`config.mk`:
```
export PLATFORM = sky130hd
export DESIGN_NAME = serial_key_table_insert_delete_top
export DESIGN_NICKNAME = d
export VERILOG_FILES = /design/src/sktab_pkg.sv /design/src/sktab_cell.sv /design/src/serial_key_table_insert_delete_top.sv
export SDC_FILE = /design/constraint.sdc
export NUM_CORES = 1
export LEC_CHECK = 0
export ABC_AREA = 1
export BUFFER_PORTS_ARGS = -buffer_cell sky130_fd_sc_hd__buf_4
export CORE_MARGIN = 2
export CORE_UTILIZATION = 55
export CTS_CLUSTER_DIAMETER = 30
export DETAILED_ROUTE_END_ITERATION = 16
export PLACE_DENSITY = 0.78
export SLEW_MARGIN = 20
export SYNTH_ARGS = -nofsm -noshare
export SYNTH_HDL_FRONTEND = slang
export SYNTH_SLANG_ARGS = --single-unit
```
`constraint.sdc`:
```
create_clock -name clk -period 5.3 [get_ports clk]
set_clock_uncertainty 0.1 [all_clocks]
set_input_delay 0.53 -clock clk [delete_from_list [all_inputs] [get_ports clk]]
set_output_delay 0.53 -clock clk [all_outputs]
set_load 0.01 [all_outputs]
```
`src/sktab_pkg.sv`:
```
`timescale 1ns / 1ps

package sktab_pkg;

  localparam int SLOTS  = 16;
  localparam int KEY_W  = 40;
  localparam int IDX_W  = (SLOTS > 1) ? $clog2(SLOTS) : 1;
  localparam int SLOT_W = 4;
  localparam int OUTC_W = 3;

  localparam logic [OUTC_W-1:0] OUT_ADDED     = 3'd0;
  localparam logic [OUTC_W-1:0] OUT_PRESENT   = 3'd1;
  localparam logic [OUTC_W-1:0] OUT_FULL      = 3'd2;
  localparam logic [OUTC_W-1:0] OUT_DELETED   = 3'd3;
  localparam logic [OUTC_W-1:0] OUT_NOT_FOUND = 3'd4;

  localparam logic REQ_INSERT = 1'b0;
  localparam logic REQ_DELETE = 1'b1;

  typedef struct packed {
    logic             req_type;
    logic [KEY_W-1:0] card_key;
  } in_beat_t;

  typedef struct packed {
    logic [OUTC_W-1:0] outcome;
    logic [SLOT_W-1:0] slot_index;
  } out_beat_t;

  // Broadcast from the controller to every cell.
  typedef struct packed {
    logic             cmp_en;
    logic             upd_en;
    logic             req_del;
    logic [KEY_W-1:0] key;
  } cell_ctl_t;

  // Handed from one cell to the next: priority flags and the first hits seen so far.
  typedef struct packed {
    logic             match_seen;
    logic [IDX_W-1:0] match_idx;
    logic             free_seen;
    logic [IDX_W-1:0] free_idx;
    logic [IDX_W-1:0] cell_idx;
  } cell_link_t;

  typedef enum logic [1:0] {
    ST_IDLE,
    ST_CMP,
    ST_UPD
  } state_t;

endpackage

```
`src/sktab_cell.sv`:
```
`timescale 1ns / 1ps

module sktab_cell import sktab_pkg::*; (
  input  logic       clk,
  input  logic       rst_n,
  input  cell_ctl_t  ctl,
  input  logic       match_any,
  input  cell_link_t link_in,
  output cell_link_t link_out,
  output logic       busy
);

  logic             busy_r;
  logic             match_r;
  logic [KEY_W-1:0] key_r;
  logic             ins_hit;
  logic             del_hit;

  // Insert lands in the first free cell, and only if no cell anywhere matched.
  assign ins_hit = ctl.upd_en && (ctl.req_del == REQ_INSERT) && !match_any &&
                   !busy_r && !link_in.free_seen;
  assign del_hit = ctl.upd_en && (ctl.req_del == REQ_DELETE) && match_r &&
                   !link_in.match_seen;

  always_ff @(posedge clk) begin
    if (!rst_n) begin
      busy_r  <= 1'b0;
      match_r <= 1'b0;
    end else begin
      if (ctl.cmp_en) begin
        match_r <= busy_r && (key_r == ctl.key);
      end
      if (ins_hit) begin
        busy_r <= 1'b1;
      end else if (del_hit) begin
        busy_r <= 1'b0;
      end
    end
  end

  always_ff @(posedge clk) begin
    if (ins_hit) begin
      key_r <= ctl.key;
    end else if (del_hit) begin
      key_r <= '0;
    end
  end

  always_comb begin
    link_out.match_seen = link_in.match_seen || match_r;
    link_out.match_idx  = link_in.match_seen ? link_in.match_idx : link_in.cell_idx;
    link_out.free_seen  = link_in.free_seen || !busy_r;
    link_out.free_idx   = link_in.free_seen ? link_in.free_idx : link_in.cell_idx;
    link_out.cell_idx   = link_in.cell_idx + IDX_W'(1);
  end

  assign busy = busy_r;

endmodule

```
`src/serial_key_table_insert_delete_top.sv`:
```
`timescale 1ns / 1ps
// Channel   Direction  Handshake           Beat
// in_       input      in_valid/in_stall   in_beat_t  (req_type, card_key)
// out_      output     out_valid/out_stall out_beat_t (outcome, slot_index)
//
// Each request passes through a compare state, in which every cell compares its key and
// registers the result, and an update state, in which the priority chain across the
// cells picks the slot, the chosen cell updates and the result is registered.
// A new request can be taken in the update state, while the current result is registered.
// Synchronous active-low reset empties the table at once.
// A stalled result holds the block in its update cycle until the beat is taken.

module serial_key_table_insert_delete_top import sktab_pkg::*; (
  input  logic      clk,
  input  logic      rst_n,
  input  logic      in_valid,
  output logic      in_stall,
  input  in_beat_t  in_data,
  output logic      out_valid,
  input  logic      out_stall,
  output out_beat_t out_data
);

  state_t           state_r;
  state_t           state_nxt;
  logic             req_r;
  logic [KEY_W-1:0] key_r;
  logic             out_valid_r;
  out_beat_t        out_r;
  out_beat_t        out_nxt;
  logic             out_free;
  logic             cmp_en;
  logic             upd_go;
  logic             in_acc;
  cell_ctl_t        ctl;
  cell_link_t       links [SLOTS+1];
  logic [SLOTS-1:0] busy_vec;
  cell_link_t       tail;

  assign out_free = !out_valid_r || !out_stall;
  assign in_acc   = in_valid && !in_stall;

  always_comb begin
    state_nxt = state_r;
    in_stall  = 1'b1;
    cmp_en    = 1'b0;
    upd_go    = 1'b0;
    case (state_r)
      ST_IDLE: begin
        in_stall = 1'b0;
        if (in_valid) begin
          state_nxt = ST_CMP;
        end
      end
      ST_CMP: begin
        cmp_en    = 1'b1;
        state_nxt = ST_UPD;
      end
      ST_UPD: begin
        in_stall = !out_free;
        upd_go   = out_free;
        if (out_free) begin
          state_nxt = in_valid ? ST_CMP : ST_IDLE;
        end
      end
      default: begin
        state_nxt = ST_IDLE;
      end
    endcase
  end

  always_ff @(posedge clk) begin
    if (!rst_n) begin
      state_r <= ST_IDLE;
    end else begin
      state_r <= state_nxt;
    end
  end

  always_ff @(posedge clk) begin
    if (in_acc) begin
      req_r <= in_data.req_type;
      key_r <= in_data.card_key;
    end
  end

  always_comb begin
    ctl.cmp_en  = cmp_en;
    ctl.upd_en  = upd_go;
    ctl.req_del = req_r;
    ctl.key     = key_r;
  end

  assign links[0] = '0;

  for (genvar i = 0; i < SLOTS; i++) begin : g_cell
    sktab_cell u_cell (
      .clk       (clk),
      .rst_n     (rst_n),
      .ctl       (ctl),
      .match_any (tail.match_seen),
      .link_in   (links[i]),
      .link_out  (links[i+1]),
      .busy      (busy_vec[i])
    );
  end

  assign tail = links[SLOTS];

  always_comb begin
    out_nxt.outcome    = OUT_NOT_FOUND;
    out_nxt.slot_index = '0;
    if (req_r == REQ_INSERT) begin
      if (tail.match_seen) begin
        out_nxt.outcome    = OUT_PRESENT;
        out_nxt.slot_index = SLOT_W'(tail.match_idx);
      end else if (tail.free_seen) begin
        out_nxt.outcome    = OUT_ADDED;
        out_nxt.slot_index = SLOT_W'(tail.free_idx);
      end else begin
        out_nxt.outcome = OUT_FULL;
      end
    end else begin
      if (tail.match_seen) begin
        out_nxt.outcome    = OUT_DELETED;
        out_nxt.slot_index = SLOT_W'(tail.match_idx);
      end
    end
  end

  always_ff @(posedge clk) begin
    if (!rst_n) begin
      out_valid_r <= 1'b0;
    end else if (upd_go) begin
      out_valid_r <= 1'b1;
    end else if (!out_stall) begin
      out_valid_r <= 1'b0;
    end
  end

  always_ff @(posedge clk) begin
    if (upd_go) begin
      out_r <= out_nxt;
    end
  end

  assign out_valid = out_valid_r;
  assign out_data  = out_r;

  a_cmp_then_upd: assert property (@(posedge clk) disable iff (!rst_n)
    state_r == ST_CMP |=> state_r == ST_UPD)
    else $error("compare cycle not followed by update cycle");

  a_added_grows: assert property (@(posedge clk) disable iff (!rst_n)
    (upd_go && out_nxt.outcome == OUT_ADDED) |=>
      $countones(busy_vec) == $countones($past(busy_vec)) + 1)
    else $error("insert reported added but no slot was taken");

  a_deleted_shrinks: assert property (@(posedge clk) disable iff (!rst_n)
    (upd_go && out_nxt.outcome == OUT_DELETED) |=>
      $countones(busy_vec) + 1 == $countones($past(busy_vec)))
    else $error("delete reported but no slot was freed");

  a_full_means_full: assert property (@(posedge clk) disable iff (!rst_n)
    (upd_go && out_nxt.outcome == OUT_FULL) |-> (&busy_vec))
    else $error("table full reported with a free slot");

endmodule
```
# == After elaboration in Yosys (flattened, before gate mapping) ==
# Cells that the tools add are included.
# totals
elab_cells,365
input_bits,45
regBits,723
output_inout_bits,9
# classes
muxes,108
eq_ne,21
n_reduce_logical,181
n_bitwise,1
# ops
op,n
$mux 40,32
$eq 40x40->1,16
$logic_and 1x1->1,82
$mux 4,17
$logic_not 1->1,50
$mux 1,39
$reduce_bool 2->1,16
$logic_or 1x1->1,31
$mux 3,8
$mux 2,7
$mux 7,2
$mux 6,1
$pmux 2 s3,1
$ne 2x2->1 const B,2
$eq 2x1->1 const B,1
$eq 2x2->1 const B,1
$logic_not 2->1,1
$ne 2x1->1 const B,1
$pmux 1 s2,1
$reduce_and 2->1,1
$not 1->1,1

# == Longest topological paths before layout ==
# Gate-level depths: netlist (run 1).
# depth
ltp_word,20
ltp_mapped,13

# == Hierarchy ==
# A second synthesis (run 1) with hierarchy kept.
# unflattened
cells_unflattened,5428
area_unflattened_um2,41658.7
# by_module_without_submodules
module,cells_per_inst,instances,area_per_inst_um2
sktab_cell (g_cell[0].u_cell ...),333,15,2499.9
sktab_cell (g_cell[9].u_cell),345,1,2492.4
serial_key_table_insert_delete_top,88,1,1667.8

# == Worst setup path after synthesis (run 1) ==
# Ideal clock, no wire load.
# synth_path
path_type,in2reg
startpoint,input port out_stall
endpoint,"register g_cell[0].u_cell.key_r[0], enable pin"
path_buffers,0
arrival_ps,4409
required_ps,4707
cell_stages,7
setup_ps,493
path_slack_ps,299
cell_sequence,nand2_1 -> inv_1 -> nor2_2 -> inv_1 -> nor2_1 -> inv_1 -> o21ai_0
# synth_via
elab_chain_cells,7
elab_cells_between_ends,9
classes_between,1 x mux; 8 x reduce/logical
# synth_rtl
item,line,text
start: declaration,serial_key_table_insert_delete_top.sv:20,"input logic out_stall,"
$logic_not 1->1 *,--,
$logic_or 1x1->1 *,serial_key_table_insert_delete_top.sv:40,assign out_free = !out_valid_r || !out_stall;
$mux 1 *,serial_key_table_insert_delete_top.sv:48,case (state_r)
$logic_and 1x1->1 (3 in a row),sktab_cell.sv:20,assign ins_hit = ctl.upd_en && (ctl.req_del == REQ_INSERT) && !match_any &&
$reduce_bool 2->1 (no source line) *,--,
end signal: assignment,sktab_cell.sv:43,key_r <= ctl.key;
end: declaration,sktab_cell.sv:15,logic [KEY_W-1:0] key_r;
# Every way passes the cells marked *; elsewhere a longest branch is shown, timed or not.
# A chain may end at the register's enable or synchronous reset.

# == Worst setup path in the final report (run 1) ==
# layout_path
startpoint,register g_cell[0].u_cell.match_r
endpoint,"register g_cell[4].u_cell.key_r[17], enable pin"
# layout_via
elab_chain_cells,20
elab_cells_between_ends,22
classes_between,22 x reduce/logical
# layout_rtl
item,line,text
start: declaration,sktab_cell.sv:14,logic match_r;
start signal: assignment,sktab_cell.sv:31,match_r <= busy_r && (key_r == ctl.key);
$logic_or 1x1->1 * (3 in a row),sktab_cell.sv:50,link_out.match_seen = link_in.match_seen || match_r;
$logic_or 1x1->1 (12 in a row),sktab_cell.sv:50,
$logic_not 1->1,sktab_cell.sv:20,
$logic_and 1x1->1 (2 in a row),sktab_cell.sv:20,
$logic_and 1x1->1,sktab_cell.sv:21,!busy_r && !link_in.free_seen;
$reduce_bool 2->1 (no source line) *,--,
end signal: assignment,sktab_cell.sv:43,
end: declaration,sktab_cell.sv:15,
# Marked as above.

==> results of run 1 <==
## through the flow
| stage | power [mW] | instance area [um^2] | hold WS, ns | cells | utilization, % |
|---|---|---|---|---|---|
| final | 15.6 | 40600 | 0.0646 | 4165 | 64.8 |
| after global routing | 15.9 | 40600 | 0.0568 | 4164 | 64.8 |
| after CTS | 15.6 | 40600 | 0.0250 | 4164 | 64.8 |
| after detailed placement | 7.06 | 35700 | 0.365 | 3879 | 56.9 |
| after global placement | 7.04 | 35700 | 0.369 | 3879 | 56.9 |
| after floorplan | 6.77 | 34700 | 0.345 | 3110 | - |
## cell usage after synthesis, drive strengths merged
master	n
nor3b	2
dfxtp	35
nor4	71
buf	107
o211ai	1
clkinv	6
nand4	123
or2	133
nand3	120
nor3	21
o31ai	2
o21ai	10
a21oi	38
nor2	753
inv	121
xor2	143
nor4b	2
clkbuf	119
edfxtp	688
nand2	291
xnor2	323
and3	1
## flip-flops by register name, indices dropped and copies added, names as in the netlist
name and cells:
g_cell.u_cell.key_r 640, key_r 40, g_cell.u_cell.busy 16, g_cell.u_cell.match_r 16
out_data 7, state_r 2, out_valid 1, req_r 1
## layout by cell type (no fill, tap or decap), drive strengths merged
cell type	instances
diode	1
o211ai	1
xor2	143
or2	133
nor4b	2
dfxtp	35
bufinv	17
clkinvlp	15
nand4	123
nand2	291
clkbuf	149
a21oi	38
edfxtp	688
o31ai	2
inv	129
clkinv	61
nand3	120
nor2	753
o21ai	10
nor3	21
xnor2	323
nor3b	2
dlygate4sd3	41
and3	1
buf	149
nor4	71
## layout make-up
class / instances / share of cell area [%]
Clock inverter: 95 / 2.58
Clock buffer: 149 / 8.62
Timing Repair Buffer: 190 / 3.82
Multi-Input combinational cell: 2034 / 28.6
Tap cell: 846 / 2.60
Sequential cell: 723 / 52.6
Inverter: 127 / 1.17
Antenna cell: 1 / 0.00616
## tightest hold or removal path, stage by stage
cell and delay, ns:
buf_4 0.11, inv_1 0.10, nor3_1 0.07
## worst paths after layout
check,end,slack [ns],cells after the start
setup / recovery,g_cell[4].u_cell.key_r[17],1.18,11
hold / removal,state_r[0],0.06,3
setup reg to reg,g_cell[4].u_cell.key_r[17],1.18,11
hold reg to reg,g_cell[7].u_cell.match_r,0.38,2
## what timing repair did
item / CTS / global route
endpoints found under the hold margin: 41 / 0
hold buffers: 41 / 0
setup buffers: 0 / 0
## power groups by stage
stage	clock network, mW	logic, mW	registers, mW
after floorplan	0	0.449	6.32
after global placement	0	0.696	6.35
after CTS	8.59	0.749	6.24
final	8.55	0.764	6.24
after global routing	8.86	0.803	6.24
after detailed placement	0	0.716	6.35
## cell families (layout without fill, tap and decap cells)
logic type | count (synthesis) | in the layout | synth area share [%]
flip-flops | 723 | 723 | 61.5
buffers and inverters | 353 | 561 | 5.13
AO/OA/AOI/OAI | 51 | 51 | 0.757
other | 0 | 1 | 0
AND/OR/NAND/NOR | 1517 | 1517 | 20.8
XOR/XNOR | 466 | 466 | 11.8
## per-layer routing
layer  vias to the layer above  GRT usage, %  share of wire, %
met5                         -             0                 0
met4                         0          15.5               4.6
met3                       285          6.57                11
met2                      1368          49.1                48
met1                     12000          39.1                37
li1                      10600             -                 -
==> results.cfg, run 1 <==
[outcome]
status = complete, no violations

[grt]
grt_usage_pct = 30.5
antenna_found_initial = 0
grt_pass1_wl_um = 144000
grt_max_degree = 43
first_global_vias = 24300
grt_overflow_total = 0

[sta]
min_period_ns = 4.12
worst_pin_slew_ns = 1.17
slew_headroom_pct = 22.0
hold_viol = 0
final.setup.worst_slack_ns = 1.18
rsz0062_at_grt = no
finalCritPeriodShare_pct = 77.7
final_max_slew_viol_count = 0
finalSetupViolCount = 0
finalSetupTns_ns = 0
fmax_mhz = 243

[routing]
via_count = 24200
drtIter0Drc = 2685
first_pass_iters = 6
routedWlPerCell_um = 23.3
postRouteAntennaNets = 0
totalWireLength_um = 96900
drc = 0
drt-vias-per-instance = 5.82

[layout]
area_growth_pct = 17.1
regArea_um2 = 21400
final_nets = 3254
drive_above_1_share_pct = 19.0
fillCellCount = 4469
multiInputGateArea_um2 = 11600

[place]
place_congestion = 0.965
dp_hpwl_um = 59500
dp_slack_ns = 1.24
numPortBuffers = 53

[critical_path]
crit_path_max_incr_delay_ns = 0.71
path_class = reg -> reg
crit_required_ns = 5.60
critPathBufInv = 2
crit_top_cell = nor2_4
cpMaxStageDelayCell = nand2_2
worst-path-max-fanout = 42
cpLargestDelayFamily = simple AND/OR/NAND/NOR gates
crit_start = g_cell[0].u_cell.match_r
setup.worst_path.start_class = flip-flop
path_cells = nor2_4 > nand4_2 > nor2_2 > nand4_2 > nor2_4 > nand4_4 > nor2_4 > buf_4 > nand4_4 > nand2_2 > buf_4
r2r-start = g_cell[0].u_cell.match_r
arrival_ns = 4.42
crit_path_end_kind = flip-flop

[floorplanning]
die_x_um = 255
pin_count = 54
rows = 92
core_um2 = 62700
die-area_um2 = 65100
initial_utilization_pct = 55.3
die_y_um = 255

[clock_tree]
cts_max_path_buffers = 3
cts.htree.levels = 4
clk_pin_slew_ns = 0.05
tritoncts = built
cts_num_sinks = 723
cts_resized = 0
clk_latency_ns = 0.72
numCtsBuffers = 133
cts-root-buf = clkbuf_16

[synthesis]
synth_seq_area_share_pct = 61.5
yosys_warnings = 0
synth.distinct_cells = 32
syn_area_per_cell_um2 = 11.2
synth_top_area_share_pct = 59.5
yosys-top-cells-area = edfxtp_1 (60%), xnor2_1 (8.1%), nor2_1 (7.2%), xor2_1 (3.6%), nand2_1 (3.1%)
ys_seq_elements = 723
synth_nets = 3155
yosysTopAreaCell = edfxtp_1
synthCells = 3110
syn_area_um2 = 34700

[power_and_ir_drop]
p_per_area_nw_per_um2 = 383
p_seq_share_pct = 40.1
p_leak_nw = 13.7
p_comb_share_pct = 4.9
pwr-share-clk_pct = 55.0
internal-power_mw = 12.1
p_sw_share_pct = 22.5
switching_power_mw = 3.50
peakVddDrop_mv = 0.295

[job]
drv_cap = 0

[worst_hold_path]
hp-class = in -> reg
min_from = in_valid
(Power assumes the default switching activity.)
==> run 2, diff against run 1 <==
Settings changed: PLACE_DENSITY 0.78 to 0.75.
Clock period 5.3 ns to 4 ns, I/O delays scaled along.
==> run 2 against run 1 <==
Compared with the run above: register-to-register slack lost 0.65 ns; sequential power is 33% higher; worst hold slack better by 0.093 ns; critical path type unchanged; flip-flop and latch count stayed put; count of clock-buffer cells in the layout increased by 8; largest cell class unchanged; setup slack got worse by 0.65 ns; maximum frequency up 19%.
==> results.cfg, run 2 (synthesis results as in run 1) <==
[floorplanning]
die_y_um = 255
pin_count = 54
initial_utilization_pct = 55.3
die_x_um = 255
core_um2 = 62700
die-area_um2 = 65100
rows = 92

[layout]
area_growth_pct = 18.3
top_regs = g_cell.u_cell.key_r x640, key_r x40
largest_reg_flops = 640
regMostFlops = g_cell.u_cell.key_r
antennaDiodeCount = 0
final_nets = 3267
drive_above_1_share_pct = 19.2
layout_commonest_cell = edfxtp_1
final_cell_mix = edfxtp_1 (688), nor2_1 (661), xnor2_1 (323)

[clock_tree]
tritoncts = built
cts-root-buf = clkbuf_16
postCtsSetupRepairBufs = 0
cts_resized = 0
numCtsBuffers = 140
clk_pin_slew_ns = 0.05
clk_latency_ns = 0.74
cts_max_path_buffers = 3
cts.htree.levels = 4
cts_num_sinks = 723

[sta]
worst_pin_slew_ns = 1.16
finalSetupViolCount = 0
slew_headroom_pct = 22.5
finalCritPeriodShare_pct = 86.8
holdWs_ns = 0.158
hold_viol = 0
min_period_ns = 3.47
finalSetupTns_ns = 0
rsz0062_at_grt = no
final_max_slew_viol_count = 0
fmax_mhz = 288

[grt]
antenna_found_initial = 2
grt_pass1_wl_um = 143000
grt_overflow_total = 0
grt_usage_pct = 30.1
first_global_vias = 23800
grt_max_degree = 42

[place]
place_congestion = 0.970
dp_hpwl_um = 58200
numPortBuffers = 53

[routing]
drc = 0
drt-vias-per-instance = 5.76
routedWlPerCell_um = 23.0
postRouteAntennaNets = 0
totalWireLength_um = 96100
first_pass_iters = 6
via_count = 24100
drtIter0Drc = 3051

[power_and_ir_drop]
p_per_area_nw_per_um2 = 510
p_leak_nw = 15.8
p_comb_share_pct = 4.1
switching_power_mw = 4.65
pwr-share-clk_pct = 56.1
p_sw_share_pct = 22.2
internal-power_mw = 16.3
peakVddDrop_mv = 0.428
p_seq_share_pct = 39.8

[critical_path]
setup.worst_path.start_class = flip-flop
crit_start = key_r[2]
rr_worst_depth = 8
r2r_end = g_cell[2].u_cell.match_r
r2r_slack_ns = 0.53
critical_path.endpoint = g_cell[2].u_cell.match_r
crit_required_ns = 4.55
path_class = reg -> reg
arrival_ns = 4.03
crit_path_end_kind = flip-flop
worst-path-max-fanout = 16
r2r-start = key_r[2]

[outcome]
status = complete, no violations

[job]
drv_cap = 0

[worst_hold_path]
hp-class = in -> reg
## run 2: changes by cell type in the layout (fill, tap and decap cells not counted), sizes merged
cell / previous run / this run
clkbuf: 149 / 157
inv: 129 / 135
clkinv: 61 / 56
buf: 149 / 153
bufinv: 17 / 19
dlygate4sd3: 41 / 43
clkinvlp: 15 / 16
diode: 1 / 0
## run 2: how the worst min path moves through the flow
stage                                         from  slack (ns)  cells after the start                       end
after detailed placement  g_cell[7].u_cell.match_r        0.37                      2  g_cell[7].u_cell.match_r
after CTS                                    rst_n        0.13                      4    g_cell[14].u_cell.busy
after global routing                         rst_n        0.18                      4    g_cell[15].u_cell.busy
after floorplan           g_cell[7].u_cell.match_r        0.35                      2  g_cell[7].u_cell.match_r
final                                        rst_n        0.16                      4                state_r[1]
after global placement    g_cell[7].u_cell.match_r        0.36                      2  g_cell[7].u_cell.match_r
## run 2: power groups by stage
stage               Sequential [mW]  Clock, mW  Combinational (mW)
CTS                            8.33       11.8               0.857
detailed placement             8.46          0               0.811
finish                         8.33       11.8               0.861
global route                   8.32       12.2               0.927
global placement               8.46          0               0.793
floorplan                      8.38          0               0.620
## run 2: cell type report
class                      instances  area [um^2]
sequential                       723        21400
fill                            4519        21700
multi-input combinational       2034        11600
clock inverter                    99         1150
timing repair buffer             196         1770
inverter                         127          477
clock buffer                     157         3600
tap                              846         1060
## run 2: repair_timing
| item | in CTS | in global routing |
|---|---|---|
| hold buffers | 43 | 0 |
| endpoints found under the setup margin | 0 | 0 |
| hold endpoints to repair | 44 | 0 |
## run 2: worst max-delay path, cell delays in order (launching register included)
cell      delay, ns
edfxtp_1       0.87
inv_1          0.57
nand2_1        0.16
nand4_1        0.11
nor4_1         0.74
nand2_1        0.32
nor2_1         0.24
nand4_1        0.13
a21oi_1        0.16
## run 2: routing by layer
layer	global-route usage [%]	up-vias	share of wire, %
li1	-	10700	-
met5	0	-	0.024
met4	16.2	4	5.2
met2	47.8	1382	47
met1	38.6	11700	37
met3	7.04	286	10
## run 2: per-stage QoR
stage	cells	setup WS (ns)	cell area (um^2)	total power, mW	utilization (%)
after floorplan	3110	0.207	34700	9.00	-
after global placement	3883	0.670	35900	9.26	57.2
after detailed placement	3883	0.620	35900	9.28	57.2
after CTS	4182	0.601	41000	21.0	65.4
after global routing	4182	0.414	41000	21.5	65.4
final	4182	0.528	41000	20.9	65.4
